==> config.mk <==
export PLATFORM = sky130hd
export DESIGN_NAME = gha_slot_store
export DESIGN_NICKNAME = d
export VERILOG_FILES = /design/src/design/gha_pkg.sv /design/src/design/gha_slot_store.sv
export SDC_FILE = /design/constraint.sdc
export NUM_CORES = 2
export LEC_CHECK = 0
export BUFFER_PORTS_ARGS = -buffer_cell sky130_fd_sc_hd__buf_2
export CORE_UTILIZATION = 63
export DETAILED_ROUTE_END_ITERATION = 7
export PLACE_DENSITY = 0.85
export SLEW_MARGIN = 10
export SYNTH_ARGS = -nofsm -noshare
export SYNTH_HDL_FRONTEND = slang
export SYNTH_MEMORY_MAX_BITS = 65536
export SYNTH_SLANG_ARGS = --single-unit
==> constraint.sdc <==
create_clock -name clock -period 3.46 [get_ports clock]
set_clock_uncertainty 0.15 [all_clocks]
set_input_delay 0 -clock clock [delete_from_list [all_inputs] [get_ports clock]]
set_output_delay 0 -clock clock [all_outputs]
set_load 0.005 [all_outputs]
==> src/design/gha_pkg.sv <==
`default_nettype none

package gha_pkg;

   // Table geometry
   localparam int SLOTS    = 256;
   localparam int IDX_W    = $clog2(SLOTS);
   localparam int CNT_W    = IDX_W + 1;
   localparam int GEN_BITS = 16;

   // Request command codes
   localparam logic [2:0] CMD_CREATE  = 3'd0;
   localparam logic [2:0] CMD_DESTROY = 3'd1;
   localparam logic [2:0] CMD_CHECK   = 3'd2;
   localparam logic [2:0] CMD_FLUSH   = 3'd3;
   localparam logic [2:0] CMD_CLEAR   = 3'd4;

   // Response status codes
   localparam logic [1:0] STATUS_OK      = 2'd0;
   localparam logic [1:0] STATUS_NO_FREE = 2'd1;
   localparam logic [1:0] STATUS_INVALID = 2'd2;

   typedef struct packed {
      logic                occupied;
      logic                pending;
      logic [GEN_BITS-1:0] gen;
   } slot_entry_type;

   // One access to the slot table: optional read, optional write, or a clear
   typedef struct packed {
      logic             clear;
      logic             rd_en;
      logic [IDX_W-1:0] rd_addr;
      logic             wr_en;
      logic [IDX_W-1:0] wr_addr;
      slot_entry_type   wr_data;
   } slot_cmd_type;

endpackage

`default_nettype wire

==> src/design/gha_slot_store.sv <==
`default_nettype none

module gha_slot_store (
   input  wire logic                    clock,
   input  wire logic                    reset,
   input  wire gha_pkg::slot_cmd_type   slot_cmd,
   output gha_pkg::slot_entry_type      rd_entry
);
   import gha_pkg::*;

   slot_entry_type   slot_mem_ff [SLOTS];
   logic [SLOTS-1:0] slot_vld_ff;
   slot_entry_type   rd_data_ff;
   logic             rd_vld_ff;

   // Write port and registered read port of the table
   always_ff @(posedge clock) begin
      if (slot_cmd.wr_en) begin
         slot_mem_ff[slot_cmd.wr_addr] <= slot_cmd.wr_data;
      end
      if (slot_cmd.rd_en) begin
         rd_data_ff <= slot_mem_ff[slot_cmd.rd_addr];
      end
   end

   // Per-entry written flags; an entry never written reads as all zero
   always_ff @(posedge clock) begin
      if (reset || slot_cmd.clear) begin
         slot_vld_ff <= '0;
         rd_vld_ff   <= 1'b0;
      end else begin
         if (slot_cmd.wr_en) begin
            slot_vld_ff[slot_cmd.wr_addr] <= 1'b1;
         end
         if (slot_cmd.rd_en) begin
            rd_vld_ff <= slot_vld_ff[slot_cmd.rd_addr];
         end
      end
   end

   assign rd_entry = rd_vld_ff ? rd_data_ff : '0;

endmodule

`default_nettype wire

* Yosys cells after proc, flatten, opt, wreduce, memory -nomap -nowiden
Memories as Yosys holds them, arrays and structs flattened. A register that Yosys moved wholly into a read port is not among the register bits.
Cells that the tools add are included.
W data, S select, Z words.
** Word-level totals
- Input bits :: 39
- Output and inout port bits :: 18
- Word-level logic and storage cells :: 16
- Memory bits (writable) :: 4608
- Memories kept :: 1
- Register bits :: 257
** Memory list
- slot_mem_ff :: words 256, bits a word 18, read ports 1, clocked after memory_dff 1, write ports 1, line gha_slot_store.sv:11 : slot_entry_type slot_mem_ff [SLOTS];
** Cells by class
- Bitwise gates (word level) :: 1
- Order comparisons :: 3
- Muxes and demuxes :: 7
- Reduce and logical (&&, ||, !) cells :: 2
** Operators with widths (count)
- $or A256 B256 Y256 :: 1
- $lt A8 B9 Y1 const B :: 2
- $mux W18 :: 1
- $bmux W1 S8 :: 1
- $demux W1 S8 :: 1
- $ge A8 B1 Y1 const B :: 1
- $mux W1 :: 4
- $logic_and A1 B1 Y1 :: 1
- $logic_or A1 B1 Y1 :: 1

* Logic depth before layout (Yosys ltp)
- Depth in word-level cells :: 5
- Mapped depth :: 11

* Worst setup path after synthesis
No wires, ideal clock.
- Path kind :: input-to-reg
- From :: in slot_cmd[27] (netlist name)
- To :: reg rd_data_ff[13] (netlist name)
- Arrival time :: 2.117 ns
- Buffers on the path :: 4
- Stages :: 10
- Setup slack :: 0.934 ns
- Setup time :: 0.259 ns
- Cell sequence :: clkbuf_1 -> buf_2 -> buf_2 -> buf_2 -> mux4_2 -> a22oi_1 -> a21oi_1 -> nor4_1 -> o22ai_1 -> or2_1
** RTL lines
- from (decl) :: line gha_slot_store.sv:6 : input wire gha_pkg::slot_cmd_type slot_cmd,

==> impl_metrics.toml <==
[clock_tree]
h-tree-depth = 5
cts_max_path_buffers = 4
numCtsBuffers = 444
cts-root-buf = "clkbuf_16"
post_cts_buffers = 0
clkTransAtPathRegs_ps = 60
clk-insertion-delay-late_ps = 1010
cts_tree = "yes"
clkSinkCount = 4883

[global_route]
grt_pass1_wl_um = 809000
grt_pass1_vias = 104072
grt_max_degree = 137
track_usage_pct = 39.9
grt_overflow = 0
antenna_found_initial = 50

[synth]
synth_flop_cell = "edfxtp_1"
synth-edff-count = 4626
synth-seq-cells = 4883
syn_inst = 8322
ys.warnings.count = 0
async_reset_ff_share_pct = 0
ys_seq_area_share_pct = 78.2
avgSynthCellArea_um2 = 22.1
synth_area_um2 = 184000
synth_nets = 8361
synthDistinctLibCells = 42

[place]
hpwlAfterDp_um = 298000
gp_congestion = 0.912
port_buffers = 56
preCtsSetupSlack_ps = -413
place_area_um2 = 195000

[die]
pin_count = 57
dieArea_um2 = 294000
rows = 198
start_util_pct = 63.3
core_area_um2 = 291000
die_w_um = 543
chipHeight_um = 543

[drt]
drc = 15
antenna_left = 0
first_pass_iters = 8
wire_per_inst_um = 43.7
drtIter0Drc = 21498
vias = 106104
vias_per_cell = 7.91
finalWirelength_um = 586000

[min_path]
hp-start = "slot_cmd[11]"
holdPathStages = 2
min_to = "slot_mem_ff[223][11]$_DFFE_PP_"
hp-class = "primary input to flip-flop"

[worst_setup_path]
rrSetupSlack_ps = -120
start_kind = "flip-flop"
cp.required_ps = 4050
arrival_ps = 4170
reg2regPathDepth = 6
crit_type = "flip-flop to flip-flop"
cp_max_fo = 1
r2r-start = "slot_mem_ff[19][9]$_DFFE_PP_"
reg2reg_to = "rd_data_ff[9]$_DFFE_PP_"
crit_path_end_kind = "flip-flop"

[layout]
area_growth_pct = 14.1
seq_area_um2 = 144000
nets = 9137
drive_gt1_share_pct = 30.5
multi_input_area_um2 = 38500
final_common_cell = "edfxtp_1"
layout_common_cells = "edfxtp_1, mux4_2, buf_4"
design_area_um2 = 210000
fill_cells = 14196

[power]
power.density_nw_per_um2 = 581
p_leak_nw = 66.0
vdd_drop_max_uv = 487
p_total_mw = 122

[timing]
min_period_ps = 3580
hold_ws_ps = -37.8
max_freq_mhz = 280
slew_headroom_pct = 5.84
fin_crit_sh_pct = 103
maxSlewViolCount = 0
rsz0062_at_grt = "false"
worstMarginPinSlew_ps = 1410
fin_ws_ps = -117
finalHoldViolCount = 5
setup_viol = 4

[run_status]
violations = "DRC, hold timing, setup timing"
status = "finished, violations left"

[flow_run]
drv_cap = 0
Yosys cell counts, drive strengths merged (27+ instances only):
library cell  count  area [um^2]
edfxtp         4626       139000
o22ai            36          225
dfxtp           257         5140
nand2            33          124
clkbuf          325         1220
nor4             72          450
o21a            240         1800
mux4           1216        27400
buf             193          922
a22oi           579         4350
nor2            303         1140
nand3            27          135
a21oi           290         1450
per-stage QoR:
stage,util (%),TNS [ps],cells
after floorplan,-,0,8322
after global placement,67.1,-1330,12514
after detailed placement,67.1,-1880,12514
after CTS,72.2,0,13373
after global routing,72.2,0,13382
final,72.3,-336,13410
cell families (layout without fill, tap and decap cells):
group / after synthesis / after routing / synth area share [%]
buffers and inverters: 521 / 1672 / 1.17
AO/OA/AOI/OAI: 1165 / 1165 / 4.34
flip-flops: 4883 / 4883 / 78.2
AND/OR/NAND/NOR: 518 / 518 / 1.29
other: 0 / 37 / 0
multiplexers: 1235 / 1235 / 15.0
flip-flops by register name, summed over array words and instances, names as in the netlist:
signal       flops
slot_vld_ff    256
rd_vld_ff        1
rd_data_ff      18
slot_mem_ff   4608
critical path, cell delays in order, from the launching register on:
cell and delay, ps:
edfxtp_1 420, mux4_2 550, a22oi_1 610, a21oi_1 280
nor4_2 510, o22ai_1 430, or2_1 380
area by class of cell:
type                    count  share of cell area, %
flip-flops and latches   4883                   68.5
inverters                   3                0.00536
multi-input cells        2918                   18.3
well taps                3900                   2.32
repair buffers            848                   3.81
diodes                     37                 0.0441
clock buffers             589                   5.80
clock inverters           232                   1.13
per-layer routing:
| layer | vias up | part of all wire (%) | global-route usage (%) |
|---|---|---|---|
| met1 | 52568 | 29 | 47.9 |
| met3 | 3283 | 16 | 13.0 |
| met4 | 26 | 9.7 | 28.3 |
| met2 | 13257 | 46 | 61.5 |
| met5 | - | 0.037 | 0 |
| li1 | 36970 | - | - |
repair_timing:
action	CTS	global route
endpoints found under the setup margin	0	4
hold buffers	38	0
gates resized for setup	0	4
hold endpoints to repair	5571	0
worst max path at each step:
stage | from | endpoint | slack, ps | depth (start not counted)
6_report | slot_mem_ff[19][9]$_DFFE_PP_ | rd_data_ff[9]$_DFFE_PP_ | -120 | 6
5_1_grt | slot_mem_ff[181][14]$_DFFE_PP_ | rd_data_ff[14]$_DFFE_PP_ | 20 | 6
4_1_cts | slot_mem_ff[120][13]$_DFFE_PP_ | rd_data_ff[13]$_DFFE_PP_ | 30 | 7
3_5_place_dp | slot_cmd[27] | rd_data_ff[9]$_DFFE_PP_ | -410 | 9
3_3_place_gp | slot_cmd[27] | rd_data_ff[13]$_DFFE_PP_ | -310 | 11
2_1_floorplan | slot_cmd[27] | rd_data_ff[13]$_DFFE_PP_ | 930 | 10
power breakdown:
group	switching, mW	leakage [nW]	internal [mW]
Sequential	0.0845	43.7	64.7
Clock	22.5	7.11	28.1
Combinational	4.37	15.2	2.22
(Power assumes the default switching activity.)
